`src/hdl/assert_macros.svh`:
```
// Assertion macros used by the allocator core.
`ifndef ASSERT_MACROS_SVH
`define ASSERT_MACROS_SVH
`ifndef SYNTHESIS
`define ASSERT_IMPLIES(label, clk, rst, pre, post) \
   label: assert property (@(posedge clk) disable iff (rst) (pre) |-> (post)) \
      else $error("assertion failed");
`define ASSERT_NEXT(label, clk, rst, pre, post) \
   label: assert property (@(posedge clk) disable iff (rst) (pre) |=> (post)) \
      else $error("assertion failed");
`else
`define ASSERT_IMPLIES(label, clk, rst, pre, post)
`define ASSERT_NEXT(label, clk, rst, pre, post)
`endif
`endif

```
`src/hdl/bpa_pkg.sv`:
```
// Package for the buddy page allocator: constants, codes and queue entry type.
package bpa_pkg;
   localparam int MaxOrderDef  = 8;
   localparam int PageBytesDef = 4096;
   localparam int PagesDef     = 256;

   localparam logic [3:0] MARK_INNER = 4'd13;
   localparam logic [3:0] MARK_USED  = 4'd14;

   localparam logic [2:0] ST_OK      = 3'd0;
   localparam logic [2:0] ST_TOO_BIG = 3'd1;
   localparam logic [2:0] ST_NO_FREE = 3'd2;
   localparam logic [2:0] ST_BAD_IDX = 3'd3;
   localparam logic [2:0] ST_LOST    = 3'd4;

   localparam logic OP_ALLOC = 1'b0;
   localparam logic OP_FREE  = 1'b1;

   // classified request handed from front to back
   typedef struct packed {
      logic       op;
      logic       too_big;
      logic       bad_idx;
      logic [3:0] want;
      logic [8:0] idx;
   } cmd_type;
endpackage

```
`src/hdl/bpa_front.sv`:
```
// Front end: size to order, free index range check, two-entry request queue.
module bpa_front #(
   parameter int MaxOrder  = bpa_pkg::MaxOrderDef,
   parameter int PageBytes = bpa_pkg::PageBytesDef,
   parameter int Pages     = bpa_pkg::PagesDef
) (
   input  logic             clock,
   input  logic             reset,
   input  logic             req_valid,
   output logic             req_stall,
   input  logic             req_op,
   input  logic [31:0]      req_size_bytes,
   input  logic [8:0]       req_page_index,
   output logic             cmd_valid,
   input  logic             cmd_take,
   output bpa_pkg::cmd_type cmd
);
   import bpa_pkg::*;

   cmd_type    q_ff [2];
   logic [1:0] cnt_ff, cnt_in;
   logic       rd_ff, wr_ff;
   cmd_type    c_in;
   logic [4:0] w;
   logic       acc;

   // smallest order whose byte span covers the request; MaxOrder+1 means too big
   always_comb begin
      w = 5'(MaxOrder + 1);
      for (int k = MaxOrder; k >= 0; k--) begin
         if ({32'd0, req_size_bytes} <= (64'(PageBytes) << k)) begin
            w = 5'(k);
         end
      end
      c_in.op      = req_op;
      c_in.too_big = (w > 5'(MaxOrder));
      c_in.want    = w[3:0];
      c_in.idx     = req_page_index;
      c_in.bad_idx = ({23'd0, req_page_index} >= 32'(Pages));
   end

   assign req_stall = (cnt_ff == 2'd2);
   assign acc       = req_valid && !req_stall;
   assign cmd_valid = (cnt_ff != 2'd0);
   assign cmd       = q_ff[rd_ff];
   assign cnt_in    = cnt_ff + {1'b0, acc} - {1'b0, cmd_take};

   always_ff @(posedge clock) begin
      if (reset) begin
         cnt_ff <= '0;
         rd_ff  <= 1'b0;
         wr_ff  <= 1'b0;
      end else begin
         cnt_ff <= cnt_in;
         if (acc) begin
            wr_ff <= !wr_ff;
         end
         if (cmd_take) begin
            rd_ff <= !rd_ff;
         end
      end
      if (acc) begin
         q_ff[wr_ff] <= c_in;
      end
   end
endmodule

```
`config.mk`:
```
export PLATFORM = sky130hd
export DESIGN_NAME = bpa_front
export DESIGN_NICKNAME = d
export VERILOG_FILES = /design/src/hdl/assert_macros.svh /design/src/hdl/bpa_pkg.sv /design/src/hdl/bpa_front.sv
export SDC_FILE = /design/constraint.sdc
export NUM_CORES = 1
export LEC_CHECK = 0
export BUFFER_PORTS_ARGS = -buffer_cell sky130_fd_sc_hd__buf_4
export CAP_MARGIN = 5
export CORE_MARGIN = 8
export CORE_UTILIZATION = 43
export DETAILED_ROUTE_END_ITERATION = 6
export GPL_TIMING_DRIVEN = 0
export PLACE_DENSITY = 0.71
export SLEW_MARGIN = 20
export SYNTH_ARGS = -nofsm -noshare
export SYNTH_HDL_FRONTEND = slang
export SYNTH_SLANG_ARGS = --single-unit
```
`constraint.sdc`:
```
create_clock -name clock -period 2.2 [get_ports clock]
set_input_delay 0.44 -clock clock [delete_from_list [all_inputs] [get_ports clock]]
set_output_delay 0.44 -clock clock [all_outputs]
set_load 0.05 [all_outputs]
```
# Word level (Yosys, flattened, before mapping)
# Memories as Yosys holds them, arrays and structs flattened. A register that Yosys moved wholly into a read port is not among the register bits.
# Cells that the tools add are included.
# op_classes
addsub	2
n_lt_le_gt_ge	11
eq_ne	1
muxes	13
reduce_logical	5
# ops
cell	n
$mux W5	8
$le A32 B13 Y1 const B	1
$le A32 B14 Y1 const B	1
$le A32 B15 Y1 const B	1
$le A32 B16 Y1 const B	1
$le A32 B17 Y1 const B	1
$le A32 B18 Y1 const B	1
$le A32 B19 Y1 const B	1
$le A32 B20 Y1 const B	1
$le A32 B21 Y1 const B	1
$ge A9 B9 Y1 const B	1
$gt A5 B4 Y1 const B	1
$mux W1	5
$logic_not A1 Y1	3
$add A2 B1 Y2	1
$eq A2 B2 Y1 const B	1
$reduce_bool A2 Y1	1
$sub A2 B1 Y2	1
$logic_and A1 B1 Y1	1
# totals
regBits	4
mem_bits_rw	32
in_bits	46
output_inout_bits	18
wordCells	36
mem_count	1
# mem_list
name	words	width	rd	rd_ports_with_merged_regs	write_ports	line_no	source
q_ff	2	16	1	1	1	bpa_front.sv:20	cmd_type q_ff [2];

# Logic depth before layout (Yosys ltp)
# Gate-level depths: netlist of the first run.
# depth
depth_word	11
depth_mapped	8
mapped_depth_nobuf	8

# Least setup slack after synthesis of the first run
# Ideal clock, no wire load.
# synth_path
path_type	in2reg
start	in req_size_bytes[0]
end	mem q_ff[0][10] (netlist bit), data pin
setup_time_ps	179
arrival_time_ps	1893
t_required_ps	2021
slack_ps	128
cell_stages	5
path_buffers	0
cell_sequence	nor4_2 nand3_2 or4_4 a211o_1 a311oi_2
# synth_rtl
element	line_no	source
start, declared	bpa_front.sv:12	input logic [31:0] req_size_bytes,
end, declared	bpa_front.sv:20	

==> flow_metrics.env, run 1 <==
export IMPL_p_per_area_nw_per_um2=864
export IMPL_skew_ps=2.92
export IMPL_die_y_um=78.5
export IMPL_die_x_um=78.5
export IMPL_slowest_stage="dfxtp_1"
export IMPL_stdcell_count=235
export IMPL_arrival_ps=1640
export IMPL_start_util_pct=45.3
export IMPL_layout_drive_gt1_share_pct=50.8
export IMPL_final_area_sq_um=2290
export IMPL_period_minus_slack_ps=2080
export IMPL_run_status="finished clean"
export IMPL_rsz0062_at_grt="false"
export IMPL_grt_max_degree=17
export IMPL_max_freq_mhz=480
export IMPL_tightestPinTransition_ps=839
export IMPL_antenna_found_initial=0
export IMPL_viasPerCell=5.14
export IMPL_first_iter_violations=30
export IMPL_p_leak_uw=0.000869
export IMPL_cts_root_buf="clkbuf_8"
export IMPL_hold_buffers=0
export IMPL_syn_area_sq_um=1680
export IMPL_netlist_instances=118
export IMPL_synth_cell_types=37
export IMPL_final_common_cell="buf_4"
export IMPL_wl_per_cell_um=15.3
export IMPL_pin_count=64
export IMPL_post_cts_setup_buffers=0
export IMPL_synth_seq_area_share_pct=63.1
export IMPL_die_area_sq_um=6170
export IMPL_hold_path_class="input port to register"
export IMPL_slowest_delay_ps=490
export IMPL_gp_routability_congestion=0.749
export IMPL_grtUsageTotal_pct=11.6
export IMPL_htreeDepth=2
export IMPL_post_cts_resized=1
export IMPL_max_slew_margin_pct=44.0
export IMPL_ys_warn_count=0
export IMPL_diodes=0
export IMPL_routed_wl_um=3590
export IMPL_io_buffers=63
export IMPL_area_delta_synth_final_pct=36.2
export IMPL_crit_fanout=10
export IMPL_cts_buffers=5
export IMPL_ant_nets=0
export IMPL_clock_latency_ps=270
export IMPL_finalCritPeriodShare_pct=94.7
export IMPL_worst_setup_path_type="register to primary output"
export IMPL_place_area_sq_um=2220
export IMPL_final_cell_mix="63 x buf_4, 32 x edfxtp_1, 16 x mux2_2"
export IMPL_firstDrtPassIters=4
export IMPL_hold_viol=0
export IMPL_clock_sinks=37
export IMPL_grt_pass1_vias=1346
export IMPL_grt_ovfl_total=0
export IMPL_coreArea_sq_um=3720
export IMPL_slew_viol_final=0
export IMPL_cp_top_family="buffers and inverters"
export IMPL_dp_cells=229
export IMPL_fillCellCount=298
export IMPL_via_count=1207
export IMPL_ys_seq_elements=37
export IMPL_crit_chain="buf_2 > mux2_2 > buf_4"
export IMPL_synth_nets=166
export IMPL_ir_worst_vdd_v=0.000440
export IMPL_grt_pass1_wl_um=5800
export IMPL_place_detailed_hpwl_um=2800
export IMPL_required_ps=1760
export IMPL_cts_buffer_depth=2
export IMPL_maxCapViolations=0
export IMPL_postSynthAreaPerCell_sq_um=14.3
export IMPL_path_clk_slew_ps=60
export IMPL_cts_tree="done"
export IMPL_rows=22
export IMPL_setup_viol_count_final=0
export IMPL_cp_buffers_inverters=2
export IMPL_crit_path_end_kind="primary output"
export IMPL_nets=235
export IMPL_start_kind="register"
export IMPL_drcViolationCount=0
[flip-flops by register name, summed over array words and instances, names as in the netlist, named ones only]
| signal | cells |
|---|---|
| cnt_ff | 2 |
| q_ff | 32 |
| rd_ff | 1 |
| wr_ff | 1 |
[path summary, 6_finish.rpt]
kind | from | to | slack, ps | cells past startpoint
worst max register to register | cnt_ff[0]$_SDFF_PP0_ | q_ff[0][3]$_DFFE_PP_ | 540 | 3
worst min-delay path | req_page_index[0] | q_ff[1][0]$_DFFE_PP_ | 350 | 1
worst min register to register | rd_ff$_SDFFE_PP0P_ | rd_ff$_SDFFE_PP0P_ | 520 | 2
worst max-delay path | register | cmd[3] | 120 | 3
[metrics by stage]
step / TNS, ps / hold slack, ps / worst slack, ps / util [%] / total power, uW
2_1_floorplan: 0 / 480 / 128 / - / 1350
3_3_place_gp: -292 / 500 / -88.8 / 59.6 / 1570
3_5_place_dp: -492 / 510 / -128 / 59.7 / 1590
4_1_cts: 0 / 340 / 55.8 / 61.6 / 2000
5_1_grt: 0 / 329 / 5.85 / 61.6 / 2070
6_report: 0 / 347 / 116 / 61.6 / 1980
[layout make-up]
cell class,instances,area (sq um),area share [%]
Buffer,2,8.76,0.382
Clock buffer,6,72.6,3.17
Clock inverter,1,3.75,0.164
Inverter,3,11.3,0.492
Multi-Input combinational cell,75,601,26.2
Sequential cell,37,1060,46.3
Tap cell,48,60.1,2.62
Timing Repair Buffer,63,473,20.6
[cells by family after synthesis]
kind of cell | synth area share (%)
simple gates | 14.6
flops | 63.1
mux | 11.3
compound gates | 6.10
buf+inv | 1.34
xor+xnor | 2.08
fa+ha+maj | 1.49
[cell usage after synthesis]
cell type,n,share of area [%]
a31oi_1,1,0.37
or2_2,1,0.37
ha_1,2,1.5
nor3_1,5,1.5
nand2_1,3,0.67
a211oi_1,1,0.45
a211o_1,2,1.0
o22ai_1,1,0.37
nor2b_1,2,0.74
a311oi_2,1,0.89
nor4_2,3,2.2
and4_2,1,0.60
nand3_1,3,0.89
o31a_1,1,0.52
a21o_1,1,0.45
a2111oi_0,1,0.52
mux2_2,16,11
a221o_1,1,0.60
edfxtp_1,32,57
and2_1,1,0.37
o311a_1,1,0.60
clkbuf_1,2,0.45
nor4_1,3,1.1
nor2_1,9,2.0
nand2b_1,4,1.5
o21ai_0,1,0.30
mux2i_1,1,0.60
or3b_2,1,0.52
nand3b_1,1,0.45
buf_1,1,0.22
xor2_1,2,1.0
nand3_2,1,0.60
or4_4,1,0.67
xnor2_1,2,1.0
dfxtp_1,5,6.0
inv_1,3,0.67
and3_1,1,0.37
[power breakdown]
| part | switching, uW | internal, uW |
|---|---|---|
| Clock | 202 | 213 |
| Sequential | 35.8 | 883 |
| Combinational | 413 | 232 |
| Total | 650 | 1330 |
[metal layers]
metal / up-vias / global-route usage [%] / share of wire [%]
met4: 0 / 4.44 / 1.6
met3: 5 / 4.78 / 7.1
met2: 47 / 21.5 / 52
met1: 562 / 11.2 / 39
li1: 593 / - / -
met5: - / 0 / 0
No activity file was read; power rests on OpenSTA's default activity.
==> run 2: changes to the inputs <==
--- a/config.mk
+++ b/config.mk
@@ -14,3 +14,3 @@
 export PLACE_DENSITY = 0.71
-export SLEW_MARGIN = 20
+export SLEW_MARGIN = 30
 export SYNTH_ARGS = -nofsm -noshare
@@ -18 +18,2 @@
 export SYNTH_SLANG_ARGS = --single-unit
+export TNS_END_PERCENT = 50
==> constraint.sdc (replaced) <==
create_clock -name clock -period 2.2 [get_ports clock]
set_input_delay 0.11 -clock clock [delete_from_list [all_inputs] [get_ports clock]]
set_output_delay 0.11 -clock clock [all_outputs]
set_load 0.05 [all_outputs]
==> flow_metrics.env, run 2 (same netlist as run 1, synthesis figures left out) <==
export IMPL_run_status="finished clean"
export IMPL_pin_count=64
export IMPL_die_area_sq_um=6170
export IMPL_max_slew_margin_pct=44.2
export IMPL_largest_reg_flops=32
export IMPL_maxCapViolations=0
export IMPL_reg_top3="q_ff x32, cnt_ff x2"
export IMPL_grt_pass1_wl_um=5800
export IMPL_area_delta_synth_final_pct=37.1
export IMPL_final_cell_mix="63 x buf_4, 32 x edfxtp_1, 16 x mux2_2"
export IMPL_first_iter_violations=40
export IMPL_slowest_stage="mux2_2"
export IMPL_crit_cells=4
export IMPL_antenna_found_initial=0
export IMPL_rsz0062_at_grt="false"
export IMPL_grt_max_degree=17
export IMPL_grt_pass1_vias=1346
export IMPL_finalCritPeriodShare_pct=86.9
export IMPL_diodes=0
export IMPL_crit_path_end_kind="primary output"
export IMPL_cts_buffer_depth=2
export IMPL_firstDrtPassIters=4
export IMPL_coreArea_sq_um=3720
export IMPL_routed_wl_um=3610
export IMPL_clock_sinks=37
export IMPL_path_clk_slew_ps=60
export IMPL_start_kind="register"
export IMPL_skew_ps=2.84
export IMPL_layout_drive_gt1_share_pct=50.3
export IMPL_clock_latency_ps=270
export IMPL_start_util_pct=45.3
export IMPL_tightestPinTransition_ps=836
export IMPL_ir_worst_vdd_v=0.000440
export IMPL_nets=237
export IMPL_die_x_um=78.5
export IMPL_cp_buffers_inverters=3
export IMPL_worst_setup_path_type="register to primary output"
export IMPL_drcViolationCount=0
export IMPL_hold_path_class="input port to register"
export IMPL_cts_tree="done"
export IMPL_slew_viol_final=0
export IMPL_grtUsageTotal_pct=11.6
export IMPL_p_per_area_nw_per_um2=860
export IMPL_wl_per_cell_um=15.2
export IMPL_viasPerCell=5.10
export IMPL_top_register="q_ff"
export IMPL_reg2reg_from="cnt_ff[0]$_SDFF_PP0_"
export IMPL_period_minus_slack_ps=1910
export IMPL_post_cts_setup_buffers=0
export IMPL_slowest_delay_ps=370
export IMPL_worst_r2r_endpoint="q_ff[0][3]$_DFFE_PP_"
export IMPL_layout_setup_ws_ps=289
export IMPL_cp_top_family="buffers and inverters"
export IMPL_cts_buffers=5
export IMPL_crit_fanout=10
export IMPL_gp_routability_congestion=0.749
export IMPL_required_ps=2090
export IMPL_htreeDepth=2
export IMPL_die_y_um=78.5
export IMPL_crit_chain="clkbuf_1 > clkbuf_2 > mux2_2 > buf_4"
export IMPL_p_leak_uw=0.000874
export IMPL_place_detailed_hpwl_um=2800
export IMPL_reg2reg_slack_ps=540
export IMPL_grt_ovfl_total=0
export IMPL_max_freq_mhz=523
export IMPL_via_count=1209
export IMPL_rr_worst_depth=3
export IMPL_rows=22
export IMPL_arrival_ps=1800
export IMPL_setup_viol_count_final=0
export IMPL_final_common_cell="buf_4"
export IMPL_dp_slack_ps=202
export IMPL_ant_nets=0
export IMPL_hold_viol=0
export IMPL_finalSetupTns_ps=0
export IMPL_io_buffers=63
export IMPL_cp_endpoint="cmd[3]"
export IMPL_cts_root_buf="clkbuf_8"
export IMPL_power_total_uw=1980
## run 2: repair_timing
action | 4_1_cts | 5_1_grt
hold buffers | 0 | 1
resized for setup | 0 | 1
hold endpoints to repair | 0 | 2
setup endpoints to repair | 0 | 10
## run 2: through the flow
step | cells | cell area (sq um) | util (%) | hold WS [ps]
3_5_place_dp | 229 | 2220 | 59.7 | 301
3_3_place_gp | 229 | 2210 | 59.6 | 296
2_1_floorplan | 118 | 1680 | - | 182
4_1_cts | 236 | 2290 | 61.7 | 9.98
5_1_grt | 237 | 2300 | 62.0 | 2.24
6_report | 237 | 2300 | 62.0 | 17.1
## run 2: final cells by class
cell class | count | area [sq um]
Sequential cell | 37 | 1060
Inverter | 3 | 11.3
Fill cell | 301 | 1410
Tap cell | 48 | 60.1
Clock buffer | 6 | 72.6
Timing Repair Buffer | 64 | 483
Multi-Input combinational cell | 75 | 601
Buffer | 3 | 12.5
Clock inverter | 1 | 3.75
## run 2: worst min path at each step
stage                            from                    end  slack, ps  cells after the start
finish                         req_op  q_ff[1][15]$_DFFE_PP_         20                      1
global route        req_page_index[4]   q_ff[0][4]$_DFFE_PP_          2                      1
global placement    req_page_index[6]   q_ff[1][6]$_DFFE_PP_        300                      1
CTS                 req_page_index[0]   q_ff[0][0]$_DFFE_PP_         10                      1
floorplan                       reset   cnt_ff[0]$_SDFF_PP0_        180                      1
detailed placement             req_op  q_ff[0][15]$_DFFE_PP_        300                      1
## run 2: per-layer routing
metal	vias to the layer above	track usage [%]	part of all wire (%)
met5	-	0	0
met4	0	4.44	1.4
met3	4	4.78	6.9
met2	46	21.5	52
met1	561	11.2	39
li1	598	-	-
## run 2: report_power, final
group          leakage (uW)  switching (uW)  internal, uW
Combinational      0.000510             418           234
Sequential         0.000325            31.6           883
Clock             0.0000387             202           213
Total              0.000874             652          1330
